==> config.mk <==
export PLATFORM = sky130hd
export DESIGN_NAME = ofdmcp_slots
export DESIGN_NICKNAME = d
export VERILOG_FILES = /design/src/rtl/ofdmcp_pkg.sv /design/src/rtl/ofdmcp_slots.sv
export SDC_FILE = /design/constraint.sdc
export NUM_CORES = 2
export LEC_CHECK = 0
export BUFFER_PORTS_ARGS = -buffer_cell sky130_fd_sc_hd__buf_2
export CORE_AREA = 4 4 529 531
export CTS_CLUSTER_SIZE = 8
export DETAILED_ROUTE_END_ITERATION = 8
export DIE_AREA = 0 0 533 535
export PLACE_DENSITY = 0.84
export SLEW_MARGIN = 20
export SYNTH_ARGS = -nofsm -noshare
export SYNTH_HDL_FRONTEND = slang
export SYNTH_MEMORY_MAX_BITS = 65536
export SYNTH_SLANG_ARGS = --single-unit
==> constraint.sdc <==
create_clock -name clock -period 6.48 [get_ports clock]
set_clock_uncertainty 0.1 [all_clocks]
set_input_delay 0.648 -clock clock [delete_from_list [all_inputs] [get_ports clock]]
set_output_delay 0.648 -clock clock [all_outputs]
set_load 0.02 [all_outputs]
==> src/rtl/ofdmcp_pkg.sv <==
`timescale 1ns / 1ps

package ofdmcp_pkg;

   typedef enum logic [2:0] {
      OP_DATA_PATTERN  = 3'd0,
      OP_PILOT_PATTERN = 3'd1,
      OP_DATA_SYMBOL   = 3'd2,
      OP_PILOT_SYMBOL  = 3'd3,
      OP_EMIT          = 3'd4
   } op_type;

   typedef enum logic [1:0] {
      ROLE_ZERO  = 2'd0,
      ROLE_DATA  = 2'd1,
      ROLE_PILOT = 2'd2
   } role_type;

   localparam int SLOT_W        = 7;
   localparam int CARRIER_NUM_W = 8;
   localparam int SAMPLE_W      = 16;
   localparam int LEN_W         = 8;
   localparam int OP_W          = 3;
   localparam int CSR_IDX_W     = 1;
   localparam int REQ_TDATA_W   = 48;
   localparam int RSP_TDATA_W   = 2 * SAMPLE_W;

   localparam logic [CSR_IDX_W-1:0] CSR_PREFIX_LEN  = 1'd0;
   localparam logic [CSR_IDX_W-1:0] CSR_POSTFIX_LEN = 1'd1;

   localparam logic [LEN_W-1:0] PREFIX_LEN_RESET  = 8'd18;
   localparam logic [LEN_W-1:0] POSTFIX_LEN_RESET = 8'd2;

   typedef struct packed {
      role_type            role;
      logic [SLOT_W-1:0]   slot;
   } map_entry_type;

   typedef struct packed {
      logic signed [SAMPLE_W-1:0] im;
      logic signed [SAMPLE_W-1:0] re;
   } sample_type;

   typedef struct packed {
      logic              data_we;
      logic              pilot_we;
      logic              rd_en;
      logic [SLOT_W-1:0] slot;
      sample_type        value;
   } slot_req_type;

endpackage

==> src/rtl/ofdmcp_slots.sv <==
`timescale 1ns / 1ps

module ofdmcp_slots
   import ofdmcp_pkg::*;
#(
   parameter int  DATA_SLOTS  = 128,
   parameter int  PILOT_SLOTS = 16,
   localparam int DW          = (DATA_SLOTS > 1) ? $clog2(DATA_SLOTS) : 1,
   localparam int PW          = (PILOT_SLOTS > 1) ? $clog2(PILOT_SLOTS) : 1
) (
   input  logic         clock,
   input  slot_req_type req,
   output sample_type   data_rd,
   output sample_type   pilot_rd
);

   sample_type data_mem  [DATA_SLOTS];
   sample_type pilot_mem [PILOT_SLOTS];

   sample_type data_rd_ff;
   sample_type pilot_rd_ff;

   logic [DW-1:0] didx;
   logic [PW-1:0] pidx;

   assign didx = DW'(req.slot);
   assign pidx = PW'(req.slot);

   always_ff @(posedge clock) begin
      if (req.data_we) begin
         data_mem[didx] <= req.value;
      end
      if (req.pilot_we) begin
         pilot_mem[pidx] <= req.value;
      end
      if (req.rd_en) begin
         data_rd_ff  <= data_mem[didx];
         pilot_rd_ff <= pilot_mem[pidx];
      end
   end

   assign data_rd  = data_rd_ff;
   assign pilot_rd = pilot_rd_ff;

endmodule

==> results.yml <==
global_routing:
  grt_start_max_net_pins: 124
  antenna_found_initial: 58
  grt_pass1_vias: 97600
  grt_pass1_wl_microns: 766000
  grt-ovfl-total: 0
  grt.total_usage: 0.385
clocking:
  cts_sinks: 4672
  cts_tree: "built"
  cts_buffer_depth: 4
  clock_latency_ns: 1.10
  htree_levels: 6
  cts_buffers: 654
  clkTransAtPathRegs_ns: 0.05
  cts_root_buf: "clkbuf_16"
synthesis:
  syn_nets: 8011
  ys_warn_count: 0
  synth.distinct_cells: 35
  synthFlopType: "edfxtp_1"
  async_flop_share: 0
  syn_area_sq_mm: 0.178
  synth_seq_area_share: 0.786
  synth_area_per_cell_sq_um: 22.4
  ys_seq_elements: 4672
  synth-edff-count: 4672
  syn_inst: 7968
detailed_routing:
  vias: 97100
  drt_iter0_drc: 21200
  drtPass1Iterations: 9
  ant_nets: 0
  wl_microns: 553000
  avgViaCountPerCell: 7.85
  wl_per_cell_microns: 44.7
  drc: 0
power_and_ir_drop:
  leakagePower_nw: 66.1
  power_mw: 68.2
  powerDensity_mw_per_mm2: 335
  ir_drop_mv: 0.284
timing:
  setup_viol: 0
  rsz0062_at_grt: "no"
  hold_ws_ns: 0.0102
  min_period_ns: 4.25
  drv_slew: 0
  fin_crit_sh: 0.656
  slew-limit-headroom: 0.0928
  setup-tns-final_ns: 0
  fin_ws_ns: 2.23
  tightest_slew_ns: 1.36
  max_freq_ghz: 0.235
  hold_viol: 0
critical_path:
  crit_required_ns: 7.15
  crit_fanout: 53
  cp-end-kind: "register"
  startpoint_type: "input port"
  criticalPathCategory: "input port to register"
  critPathArrivalTime_ns: 4.93
outcome:
  status: "finished, final reports clean"
floorplan:
  core_sq_mm: 0.276
  initial_utilization: 0.648
  rows: 193
  die_w_microns: 533
  chipHeight_microns: 535
  boundaryPins: 107
  dieArea_sq_mm: 0.285
placement:
  place_congestion: 0.887
  portBuffers: 106
  dp_slack_ns: 1.59
  dpl.hpwl_microns: 267000
cells_and_area:
  drive_gt1_frac: 0.257
  fillCellCount: 13100
  final_util: 0.739
  multi_input_area_sq_mm: 0.0369
  final_common_cell: "edfxtp_1"
  areaGrowthSynthToFinish_pct: 14.1
  seq_area_sq_mm: 0.140
  nets: 8611
  final_cell_mix: "edfxtp_1 (4672), mux4_2 (927), mux2i_1 (768), clkbuf_16 (658), buf_4 (271)"
flow_run:
  drv_cap: 0
worst_hold_path:
  min_path_type: "input port to register"
## what timing repair did
action	CTS	global route
setup buffers	0	0
gates resized for setup	0	0
setup endpoints to repair	0	0
hold endpoints to repair	11	19
hold buffers	1	2
## metrics by stage
step                std cells  cell area [sq um]
floorplan                7968             178000
global placement        11600             185000
detailed placement      11600             185000
CTS                     12300             203000
global route            12300             203000
finish                  12400             204000
## Yosys cell counts (3+ instances only)
library cell  count  area, sq um
edfxtp_1       4672       140000
mux4_2          927        20900
mux2i_1         769         7700
nor2_1          356         1340
clkbuf_1        200          751
o221ai_1        191         1670
o22ai_1         128          801
a211o_1         127         1110
buf_2           112          561
a21o_1           95          713
buf_4            72          541
nand2_1          55          206
buf_1            48          180
buf_6            33          372
nand4_1          33          206
o2111ai_1        32          280
o211ai_1         32          240
o22a_1           32          280
nor3_1           14         70.1
nand3_1          11         55.1
nor2b_1           7         43.8
and2_1            3         18.8
nand2b_1          3         18.8
nand3b_1          3         22.5
or2_2             3         18.8
## final cells by class
class / count / area share
Sequential cell: 4672 / 0.689
Multi-Input combinational cell: 2829 / 0.181
Clock buffer: 660 / 0.0809
Tap cell: 3705 / 0.0228
Timing Repair Buffer: 410 / 0.0187
Clock inverter: 57 / 0.00661
Antenna cell: 35 / 0.000430
Inverter: 1 / 0.0000184
## power by group
group / switching (mW) / internal [mW]
Combinational: 2.39 / 1.03
Sequential: 0.138 / 33.6
Clock: 13.0 / 18.1
## state kept, by name, summed over array words and instances, names as in the netlist
| signal | flops |
|---|---|
| data_rd | 32 |
| data_mem | 4096 |
| pilot_mem | 512 |
| pilot_rd | 32 |
## critical path, stage by stage
cell      delay (ns)
buf_8           0.33
buf_12          0.49
or3b_4          0.83
buf_4           0.76
o22ai_1         0.27
a211o_1         0.33
o211ai_1        0.89
nand4_1         0.23
## metal layers
layer / vias to the layer above / GRT usage / share of wire
met5: - / 0 / 0.00049
met2: 11300 / 0.578 / 0.46
met1: 48500 / 0.479 / 0.29
met4: 40 / 0.241 / 0.083
li1: 34700 / - / -
met3: 2534 / 0.147 / 0.16
## path summary, 6_finish.rpt
check	cells past startpoint	start	slack, ns	endpoint
max	8	req[33]	2.23	data_rd[4]
max reg2reg	5	data_mem[103][2]	3.29	data_rd[2]
min reg2reg	2	pilot_mem[13][15]	0.74	pilot_rd[15]
min	1	req[13]	0.01	data_mem[54][13]
## logic make-up after synthesis
logic type / count (synthesis) / synth area share
flops: 4672 / 0.786
mux: 1696 / 0.160
compound gates: 642 / 0.0288
simple gates: 491 / 0.0113
buf+inv: 467 / 0.0136
(Power assumes the default switching activity.)
