===== src/rtl/ofdmcp_pkg.sv =====
`timescale 1ns / 1ps

package ofdmcp_pkg;

   typedef enum logic [2:0] {
      OP_DATA_PATTERN  = 3'd0,
      OP_PILOT_PATTERN = 3'd1,
      OP_DATA_SYMBOL   = 3'd2,
      OP_PILOT_SYMBOL  = 3'd3,
      OP_EMIT          = 3'd4
   } op_type;

   typedef enum logic [1:0] {
      ROLE_ZERO  = 2'd0,
      ROLE_DATA  = 2'd1,
      ROLE_PILOT = 2'd2
   } role_type;

   localparam int SLOT_W        = 7;
   localparam int CARRIER_NUM_W = 8;
   localparam int SAMPLE_W      = 16;
   localparam int LEN_W         = 8;
   localparam int OP_W          = 3;
   localparam int CSR_IDX_W     = 1;
   localparam int REQ_TDATA_W   = 48;
   localparam int RSP_TDATA_W   = 2 * SAMPLE_W;

   localparam logic [CSR_IDX_W-1:0] CSR_PREFIX_LEN  = 1'd0;
   localparam logic [CSR_IDX_W-1:0] CSR_POSTFIX_LEN = 1'd1;

   localparam logic [LEN_W-1:0] PREFIX_LEN_RESET  = 8'd18;
   localparam logic [LEN_W-1:0] POSTFIX_LEN_RESET = 8'd2;

   typedef struct packed {
      role_type            role;
      logic [SLOT_W-1:0]   slot;
   } map_entry_type;

   typedef struct packed {
      logic signed [SAMPLE_W-1:0] im;
      logic signed [SAMPLE_W-1:0] re;
   } sample_type;

   typedef struct packed {
      logic              data_we;
      logic              pilot_we;
      logic              rd_en;
      logic [SLOT_W-1:0] slot;
      sample_type        value;
   } slot_req_type;

endpackage


===== src/rtl/ofdmcp_map.sv =====
`timescale 1ns / 1ps

module ofdmcp_map
   import ofdmcp_pkg::*;
#(
   parameter int  CARRIERS = 128,
   localparam int CW       = $clog2(CARRIERS)
) (
   input  logic          clock,
   input  logic          reset,
   input  logic          rd_en,
   input  logic [CW-1:0] rd_addr,
   input  logic          wr_en,
   input  logic [CW-1:0] wr_addr,
   input  map_entry_type wr_data,
   output map_entry_type rd_data,
   output logic          busy
);

   map_entry_type mem [CARRIERS];

   map_entry_type rd_ff;
   map_entry_type fwd_data_ff;
   logic          fwd_ff;
   logic          clearing_ff, clearing_in;
   logic [CW-1:0] clr_idx_ff, clr_idx_in;

   logic          we;
   logic [CW-1:0] waddr;
   map_entry_type wdata;

   always_comb begin
      we          = clearing_ff | wr_en;
      waddr       = clearing_ff ? clr_idx_ff : wr_addr;
      wdata       = wr_data;
      if (clearing_ff) begin
         wdata.role = ROLE_ZERO;
         wdata.slot = '0;
      end
      clearing_in = clearing_ff && (clr_idx_ff != CW'(CARRIERS - 1));
      clr_idx_in  = clearing_ff ? clr_idx_ff + CW'(1) : clr_idx_ff;
   end

   always_ff @(posedge clock) begin
      if (reset) begin
         clearing_ff <= 1'b1;
         clr_idx_ff  <= '0;
      end else begin
         clearing_ff <= clearing_in;
         clr_idx_ff  <= clr_idx_in;
      end
   end

   // write-first forwarding when the same entry is read and written in one cycle
   always_ff @(posedge clock) begin
      if (we) begin
         mem[waddr] <= wdata;
      end
      if (rd_en) begin
         rd_ff       <= mem[rd_addr];
         fwd_ff      <= wr_en && (wr_addr == rd_addr);
         fwd_data_ff <= wr_data;
      end
   end

   assign rd_data = fwd_ff ? fwd_data_ff : rd_ff;
   assign busy    = clearing_ff;

endmodule


===== config.mk =====
export PLATFORM = sky130hd
export DESIGN_NAME = ofdmcp_map
export DESIGN_NICKNAME = d
export VERILOG_FILES = /design/src/rtl/ofdmcp_pkg.sv /design/src/rtl/ofdmcp_map.sv
export SDC_FILE = /design/constraint.sdc
export NUM_CORES = 1
export LEC_CHECK = 0
export BUFFER_PORTS_ARGS = -buffer_cell sky130_fd_sc_hd__buf_2
export CAP_MARGIN = 20
export CORE_MARGIN = 10
export CORE_UTILIZATION = 30
export CTS_CLUSTER_DIAMETER = 50
export DETAILED_ROUTE_END_ITERATION = 10
export HOLD_SLACK_MARGIN = 0.06
export PLACE_DENSITY = 0.51
export SETUP_SLACK_MARGIN = 0.1
export SLEW_MARGIN = 20
export SYNTH_ARGS = -nofsm -noshare
export SYNTH_HDL_FRONTEND = slang
export SYNTH_SLANG_ARGS = --single-unit

===== constraint.sdc =====
create_clock -name clock -period 6.23 [get_ports clock]
set_input_delay 1.246 -clock clock [delete_from_list [all_inputs] [get_ports clock]]
set_output_delay 1.246 -clock clock [all_outputs]
set_load 0.1 [all_outputs]

==> metrics.sh, run 1 <==
OUTCOME='completed'
POST-ROUTE-PERIOD-UTIL_PCT=62.4
CRITPATHMAXFANOUT=64
PER_CELL_ROUTED_WIRE_LENGTH_UM=27.1
ROUTED_VIA_DENSITY=4.94
SYNTHESIS_TO_FINISH_AREA_GROWTH_PCT=17.0
WORSTSETUPENDPOINTTYPE='register'
CHIPWIDTH_UM=410
FLOORPLAN.DIE_AREA_UM2=168000
SLEW_VIOL_FINAL=0
PERIOD_MINUS_SLACK_NS=3.89
ACHIEVABLE-FREQUENCY_MHz=257
SW_FRAC_OF_TOTAL_PCT=20.8
CRIT_PATH_CELL_TRACE='buf_8 -> buf_4 -> mux4_2 -> mux4_2 -> mux4_2 -> mux2_2'
CTS.ROOT.BUFFER_CELL='sky130_fd_sc_hd__clkbuf_16'
FLOORPLAN.INITIALDENSITY_PCT=30.3
STARTPOINT_TYPE='primary input'
SYN-NUM-NETS=1942
DRT-TOTAL-WL_UM=114000
DRIVE_ABOVE_1_SHARE_PCT=35.1
TIMING.CRITICAL_PATH.ARRIVAL_NS=4.36
SYNTH_ASYNC_SR_FLOP_SHARE_PCT=0
SYNTHESIS.YOSYS.WARNINGS=0
SYNTHDISTINCTLIBCELLS=31
INTERNAL_POWER_mW=13.6
GRT_ANTENNA_BEFORE_REPAIR=14
GRT_START_MAX_NET_PINS=93
SYNTH.AVG_CELL_AREA_UM2=23.8
TRITONCTS_CLOCK_TREE='done'
FINAL-SETUP-VIOL-COUNT=0
NETLIST_AREA_UM2=45600
FINALCLOCKSKEW_NS=0.0249
HTREE_LEVELS=4
WORST_SETUP_PATH_STARTPOINT='rd_addr[2]'
GROUTE.USAGE.OVERALL_PCT=13.5
SINK_COUNT=1179
TIGHTESTPINTRANSITION_NS=1.07
SYNTH_TOP_AREA_SHARE_PCT=77.1
FILLERS=13700
PORT_BUFFERS=36
P_SWITCHING_mW=3.56
WORST-ENDPOINT-REQUIRED_NS=6.71
YS_FF_LATCH=1179
GRT_FIRST_PASS_WIRELENGTH_UM=165000
CTS.REPAIR.RESIZED=0
SYNTH_TOP_AREA_CELL='sky130_fd_sc_hd__edfxtp_1'
P_PER_CELL_AREA_nW_PER_UM2=321
TIMING.CRITICAL_PATH.SLOWEST_STAGE_CELL='sky130_fd_sc_hd__buf_4'
WORST_PATH_LARGEST_CELL_DELAY_NS=0.67
FINISH.NET_COUNT=2136
COMB_POWER_SHARE_PCT=4.5
DPL_CELL_AREA_UM2=49000
HOLD_BUFFERS=0
CLK_PIN_SLEW_WORST_PATHS_NS=0.06
MIN-DELAY-PATH-CLASS='register to register'
POST_CTS_BUFFERS=0
CORE_UM2=150000
DIE_H_UM=410
YOSYS_MOST_USED_DFF='sky130_fd_sc_hd__edfxtp_1'
SYNTHCELLS=1914
CELL_TYPES_OCCUPYING_THE_MOST_AREA_AFTER_SYNTHESIS='sky130_fd_sc_hd__edfxtp_1 (77%), sky130_fd_sc_hd__mux4_2 (19%), sky130_fd_sc_hd__nor2_1 (1.1%)'
CTS_INSERTED_BUFFERS=132
FINISH.INSTANCE_AREA_UM2=53300
GLOBAL_ROUTE.OVERFLOW_TOTAL=0
SYNTH-EDFF-COUNT=1171
CPMOSTUSEDCELL='sky130_fd_sc_hd__mux4_2'
FINALHOLDVIOLATIONS=0
FIRST_GLOBAL_VIAS=21800
WORST-SETUP-PATH-TYPE='primary input to register'
ANT_NETS=0
POST-ROUTE-DRC-COUNT=0
NORMALIZED_MAX_SLEW_MARGIN_PCT=29.0
DR.PASS1.ITERS=5
CLOCK_PATH_BUFFERS=3
POST_PLACE_SETUP_SLACK_NS=1.55
MAX_CAP_VIOLATIONS=0
PLACE.GP.CONGESTION=0.775
REG2REG_FROM='busy'
RSZ0062_AT_GRT='false'
WORST_MIN_PATH_START='clr_idx_ff[0]'
POWER.STATIC_LEAKAGE_nW=16.7
PWR-SHARE-SEQ_PCT=50.6
BOUNDARYPINS=37
YOSYSSEQAREASHARE_PCT=77.5
PLACE_HPWL_UM=70900
FINALSETUPTNS_NS=0
POST-ROUTE-WORST-SETUP-SLACK_NS=2.34
ROWS=142
DESIGN_POWER_TOTAL_mW=17.1
CLOCKPOWERSHARE_PCT=44.9
WORST_IR_DROP_VDD_V=0.000270
CLOCK_LATENCY_NS=0.74
ROUTED-VIA-COUNT=20900
DRTITER0DRC=1924
==> Yosys cell counts (2+ instances only) <==
library cell / n
sky130_fd_sc_hd__clkbuf_1: 58
sky130_fd_sc_hd__edfxtp_1: 1171
sky130_fd_sc_hd__buf_2: 22
sky130_fd_sc_hd__mux2i_1: 2
sky130_fd_sc_hd__buf_6: 3
sky130_fd_sc_hd__xor2_1: 2
sky130_fd_sc_hd__xnor2_1: 9
sky130_fd_sc_hd__a21oi_1: 2
sky130_fd_sc_hd__nand2_1: 27
sky130_fd_sc_hd__o32ai_1: 4
sky130_fd_sc_hd__inv_1: 6
sky130_fd_sc_hd__o22ai_1: 3
sky130_fd_sc_hd__buf_1: 17
sky130_fd_sc_hd__nand4_1: 6
sky130_fd_sc_hd__o21ai_0: 3
sky130_fd_sc_hd__nor2b_1: 9
sky130_fd_sc_hd__dfxtp_1: 8
sky130_fd_sc_hd__nand2b_1: 5
sky130_fd_sc_hd__nor2_1: 137
sky130_fd_sc_hd__buf_4: 2
sky130_fd_sc_hd__mux2_2: 19
sky130_fd_sc_hd__nand3_1: 13
sky130_fd_sc_hd__mux4_2: 378
==> final timing paths <==
check / cells past startpoint / slack, ns / to
max: 6 / 2.34 / rd_ff[7]
min: 2 / 0.55 / clr_idx_ff[0]
max reg2reg: 4 / 2.52 / mem[45][6]
min reg2reg: 2 / 0.55 / clr_idx_ff[0]
==> kinds of logic after synthesis <==
family                   synth area share (%)
XOR/XNOR                                0.211
AO/OA/AOI/OAI                           0.250
adder cells (fa/ha/maj)                0.0274
buffers and inverters                    1.02
flip-flops                               77.5
AND/OR/NAND/NOR                          1.81
multiplexers                             19.2
==> worst max-delay path, delay by kind of cell <==
kind	cells	cell delay, ns
buffers and inverters	2	1.14
multiplexers	4	1.90
==> cell usage in the layout, fill, tap and decap left out, drive strengths merged, types with 2 or more instances in the layout <==
cell	Yosys	final
a21oi	2	2
buf	44	162
bufinv	0	13
clkbuf	58	161
clkinv	0	45
clkinvlp	0	3
dfxtp	8	8
diode	0	3
edfxtp	1171	1171
inv	6	16
mux2	19	19
mux2i	2	2
mux4	378	378
nand2	27	27
nand2b	5	5
nand3	13	13
nand4	6	6
nor2	137	137
nor2b	9	9
o21ai	3	3
o22ai	3	3
o32ai	4	4
xnor2	9	9
xor2	2	2
==> registers in the layout (all words and copies together) (netlist names) <==
| register | flops |
|---|---|
| clr_idx_ff | 7 |
| busy | 1 |
| rd_ff | 9 |
| mem | 1152 |
| fwd_data_ff | 9 |
| fwd_ff | 1 |
==> power groups by stage <==
| stage | clock (mW) | combinational [mW] | sequential, mW |
|---|---|---|---|
| CTS | 7.85 | 0.782 | 8.65 |
| global placement | 0 | 0.778 | 8.82 |
| floorplan | 0 | 0.508 | 8.80 |
| detailed placement | 0 | 0.779 | 8.82 |
| finish | 7.69 | 0.767 | 8.65 |
| global route | 8.17 | 0.805 | 8.65 |
==> layout make-up <==
cell class	count	area (um2)	share of cell area [%]
Sequential cell	1179	35300	66.2
Multi-Input combinational cell	627	9910	18.6
Clock buffer	161	3540	6.64
Tap cell	2016	2520	4.73
Timing Repair Buffer	162	1280	2.40
Clock inverter	71	736	1.38
Inverter	6	22.5	0.0422
Antenna cell	3	7.51	0.0141
==> metal layers <==
layer	global-route usage, %	routed length (um)	vias to the layer above
li1	-	-	8592
met1	19.0	50500	11500
met2	21.4	54400	666
met3	2.99	7550	153
met4	3.32	1960	12
met5	0	59	-
==> stage by stage <==
| stage | instances | util (%) | hold WS, ns |
|---|---|---|---|
| 4_1_cts | 4220 | 35.4 | 0.541 |
| 6_report | 4225 | 35.4 | 0.546 |
| 5_1_grt | 4223 | 35.4 | 0.561 |
| 3_3_place_gp | 3988 | 32.6 | 0.530 |
| 2_1_floorplan | 1914 | - | 0.492 |
| 3_5_place_dp | 3988 | 32.6 | 0.533 |
(Power assumes the default switching activity.)
==> run 2: changes to the inputs <==
--- a/config.mk
+++ b/config.mk
@@ -5,6 +5,7 @@
 export SDC_FILE = /design/constraint.sdc
 export NUM_CORES = 1
 export LEC_CHECK = 0
+export ABC_AREA = 1
 export BUFFER_PORTS_ARGS = -buffer_cell sky130_fd_sc_hd__buf_2
 export CAP_MARGIN = 20
 export CORE_MARGIN = 10
@@ -12,7 +13,7 @@
 export CTS_CLUSTER_DIAMETER = 50
 export DETAILED_ROUTE_END_ITERATION = 10
 export HOLD_SLACK_MARGIN = 0.06
-export PLACE_DENSITY = 0.51
+export PLACE_DENSITY = 0.52
 export SETUP_SLACK_MARGIN = 0.1
 export SLEW_MARGIN = 20
 export SYNTH_ARGS = -nofsm -noshare
==> constraint.sdc (replaced) <==
create_clock -name clock -period 3.2 [get_ports clock]
set_input_delay 0.64 -clock clock [delete_from_list [all_inputs] [get_ports clock]]
set_output_delay 0.64 -clock clock [all_outputs]
set_load 0.1 [all_outputs]
==> metrics.sh, run 2 <==
SYNTH_TOP_AREA_SHARE_PCT=72.7
SLEW_VIOL_FINAL=0
WORSTPATHBUFFERINVERTERCOUNT=2
BOUNDARYPINS=37
TIMING.CRITICAL_PATH.SLOWEST_STAGE_CELL='sky130_fd_sc_hd__buf_2'
PLACE.GP.CONGESTION=0.833
GRT_FIRST_PASS_WIRELENGTH_UM=204000
P_PER_CELL_AREA_nW_PER_UM2=602
FLOORPLAN.DIE_AREA_UM2=178000
SYNTH.AVG_CELL_AREA_UM2=11.8
SYN-NUM-NETS=4138
GRT_ANTENNA_BEFORE_REPAIR=3
OUTCOME='completed'
MULTI_INPUT_COMB_AREA_UM2=11500
CTS_INSERTED_BUFFERS=139
PORT_BUFFERS=36
SYNTH-EDFF-COUNT=1171
CRIT_PATH_CELL_TRACE='buf_4 -> mux2_2 -> buf_2'
SINK_COUNT=1179
YOSYSSEQAREASHARE_PCT=73.1
ROUTED_VIA_DENSITY=4.78
SYNTH_TOP_AREA_CELL='sky130_fd_sc_hd__edfxtp_1'
CLOCK_LATENCY_NS=0.77
MIN-DELAY-PATH-CLASS='primary input to register'
FINALSETUPTNS_NS=0
PLACE_HPWL_UM=82700
CRITICAL-PATH-TOP-DELAY-FAMILY='buffers and inverters'
FLOORPLAN.INITIALDENSITY_PCT=30.1
DR.PASS1.ITERS=6
CLK_PIN_SLEW_WORST_PATHS_NS=0.06
STARTPOINT_TYPE='register'
PERIOD_MINUS_SLACK_NS=2.74
TIMING.CRITICAL_PATH.ARRIVAL_NS=2.10
FIRST_GLOBAL_VIAS=30100
LAYOUT_TOP_REGISTERS='mem: 1152 flops, fwd_data_ff: 9 flops, rd_ff: 9 flops'
DESIGN_POWER_TOTAL_mW=34.5
YS_FF_LATCH=1179
MAX_CAP_VIOLATIONS=0
SYNTHESIS_TO_FINISH_AREA_GROWTH_PCT=18.5
ACHIEVABLE-FREQUENCY_MHz=365
MOSTFREQUENTLAYOUTCELLS='sky130_fd_sc_hd__nand2_1 (1,376), sky130_fd_sc_hd__edfxtp_1 (1,171), sky130_fd_sc_hd__nand3_1 (1,046)'
REGMOSTFLOPS='mem'
PER_CELL_ROUTED_WIRE_LENGTH_UM=20.9
TRITONCTS_CLOCK_TREE='done'
DPL_CELL_AREA_UM2=52700
FINALCLOCKSKEW_NS=0.0236
GRT_START_MAX_NET_PINS=129
DRTITER0DRC=2576
SYNTHCELLS=4110
FINALHOLDVIOLATIONS=0
CLOCK_PATH_BUFFERS=3
RSZ0062_AT_GRT='false'
WORST_PATH_LARGEST_CELL_DELAY_NS=0.45
ROWS=147
WORST-SETUP-PATH-TYPE='register to output pin'
GROUTE.USAGE.OVERALL_PCT=15.1
FILLERS=15600
FINAL_COMMON_CELL='sky130_fd_sc_hd__nand2_1'
YOSYS.CELL_COUNT.TOP_TYPE='sky130_fd_sc_hd__nand2_1'
CTS.ROOT.BUFFER_CELL='sky130_fd_sc_hd__clkbuf_16'
SYNTHESIS.YOSYS.WARNINGS=0
FINISH.INSTANCE_AREA_UM2=57300
TIMING.HOLD.WS_NS=0.133
REGISTER_AREA_UM2=35300
WORST_IR_DROP_VDD_V=0.000469
SYNTH_ASYNC_SR_FLOP_SHARE_PCT=0
DIE_H_UM=421
HTREE_LEVELS=4
POWER.STATIC_LEAKAGE_nW=20.7
ANT_NETS=0
POST-ROUTE-DRC-COUNT=0
LARGEST_REGISTER_FFS=1152
FINAL-SETUP-VIOL-COUNT=0
WORST-ENDPOINT-REQUIRED_NS=2.56
NETLIST_AREA_UM2=48300
DRT-TOTAL-WL_UM=138000
SYNTHDISTINCTLIBCELLS=36
TIGHTESTPINTRANSITION_NS=0.892
POST_CTS_BUFFERS=0
DRIVE_ABOVE_1_SHARE_PCT=12.6
NORMALIZED_MAX_SLEW_MARGIN_PCT=40.3
NETLIST_TOP_CELLS_COUNT='sky130_fd_sc_hd__nand2_1 (1,376), sky130_fd_sc_hd__edfxtp_1 (1,171), sky130_fd_sc_hd__nand3_1 (1,046), sky130_fd_sc_hd__nor2_1 (153), sky130_fd_sc_hd__buf_2 (129)'
GLOBAL_ROUTE.OVERFLOW_TOTAL=0
CELL_TYPES_OCCUPYING_THE_MOST_AREA_AFTER_SYNTHESIS='sky130_fd_sc_hd__edfxtp_1 (73%), sky130_fd_sc_hd__nand3_1 (11%), sky130_fd_sc_hd__nand2_1 (11%)'
FINISH.NET_COUNT=4341
CORE_UM2=160000
ROUTED-VIA-COUNT=31500
YOSYS_MOST_USED_DFF='sky130_fd_sc_hd__edfxtp_1'
POST-ROUTE-PERIOD-UTIL_PCT=85.5
CHIPWIDTH_UM=421
CRITPATHMAXFANOUT=9
WORSTSETUPENDPOINTTYPE='output pin'
run 2: changes by cell type in the layout (fill, tap and decap cells not counted), sizes merged, moves of 8 or more:
| cell | previous run | this run |
|---|---|---|
| buf | 162 | 318 |
| clkbuf | 161 | 169 |
| inv | 16 | 55 |
| mux2 | 19 | 9 |
| mux4 | 378 | 0 |
| nand2 | 27 | 1376 |
| nand3 | 13 | 1048 |
| nor2 | 137 | 156 |
| nor2b | 9 | 0 |
| nor3 | 0 | 9 |
| o21ai | 3 | 11 |
| xnor2 | 9 | 0 |
run 2: stage by stage:
step / util, % / worst slack [ns] / std cells
after global routing: 35.7 / 0.392 / 6583
after floorplan: - / -0.546 / 4110
after global placement: 32.8 / 0.240 / 6325
after detailed placement: 32.8 / 0.227 / 6325
final: 35.7 / 0.463 / 6584
after CTS: 35.7 / 0.396 / 6582
run 2: logic make-up after synthesis:
| group | count (synthesis) | share of synthesized area (%) |
|---|---|---|
| AO/OA/AOI/OAI | 21 | 0.280 |
| XOR/XNOR | 2 | 0.0362 |
| adder cells (fa/ha/maj) | 1 | 0.0259 |
| buffers and inverters | 304 | 3.37 |
| flip-flops | 1179 | 73.1 |
| multiplexers | 9 | 0.210 |
| AND/OR/NAND/NOR | 2594 | 23.0 |
run 2: worst register-to-register path: stages, from the launching register on:
cell and delay (ns):
sky130_fd_sc_hd__dfxtp_2 0.35, sky130_fd_sc_hd__inv_2 0.10, sky130_fd_sc_hd__or2_1 0.28, sky130_fd_sc_hd__o21ai_1 0.17, sky130_fd_sc_hd__inv_1 0.13, sky130_fd_sc_hd__nor2_1 0.17
sky130_fd_sc_hd__nand2_1 0.21, sky130_fd_sc_hd__nor2_1 0.75
run 2: cell type report:
cell class,count,share of cell area (%)
inverter,41,0.299
antenna,2,0.00874
clock buffer,169,6.34
multi-input combinational,2627,20.0
sequential,1179,61.7
tap,2160,4.72
clock inverter,81,1.60
timing repair buffer,325,5.36
run 2: timing repair:
item	CTS	global route
hold buffers	7	0
gates resized for setup	0	0
endpoints found under the hold margin	7	0
run 2: path summary, 6_finish.rpt:
path | from | endpoint | slack [ns] | cells after the start
setup / recovery | fwd_ff | rd_data[0] | 0.46 | 3
hold / removal | reset | clr_idx_ff[6] | 0.13 | 2
setup reg to reg | busy | mem[71][2] | 0.65 | 7
hold reg to reg | busy | busy | 0.49 | 2
run 2: power by group:
group          internal, mW  switching (mW)  leakage (nW)
sequential             16.8          0.0275          10.9
combinational         0.553            1.42          7.60
clock                  9.31            6.39          2.20
run 2: per-layer routing:
layer  wire, um  track usage, %  vias to the layer above
met3       7140            2.43                      204
met5         13               0                        -
met1      61900            20.7                    15500
met4       4030            5.17                        2
li1           -               -                    14900
met2      64700            24.2                      871
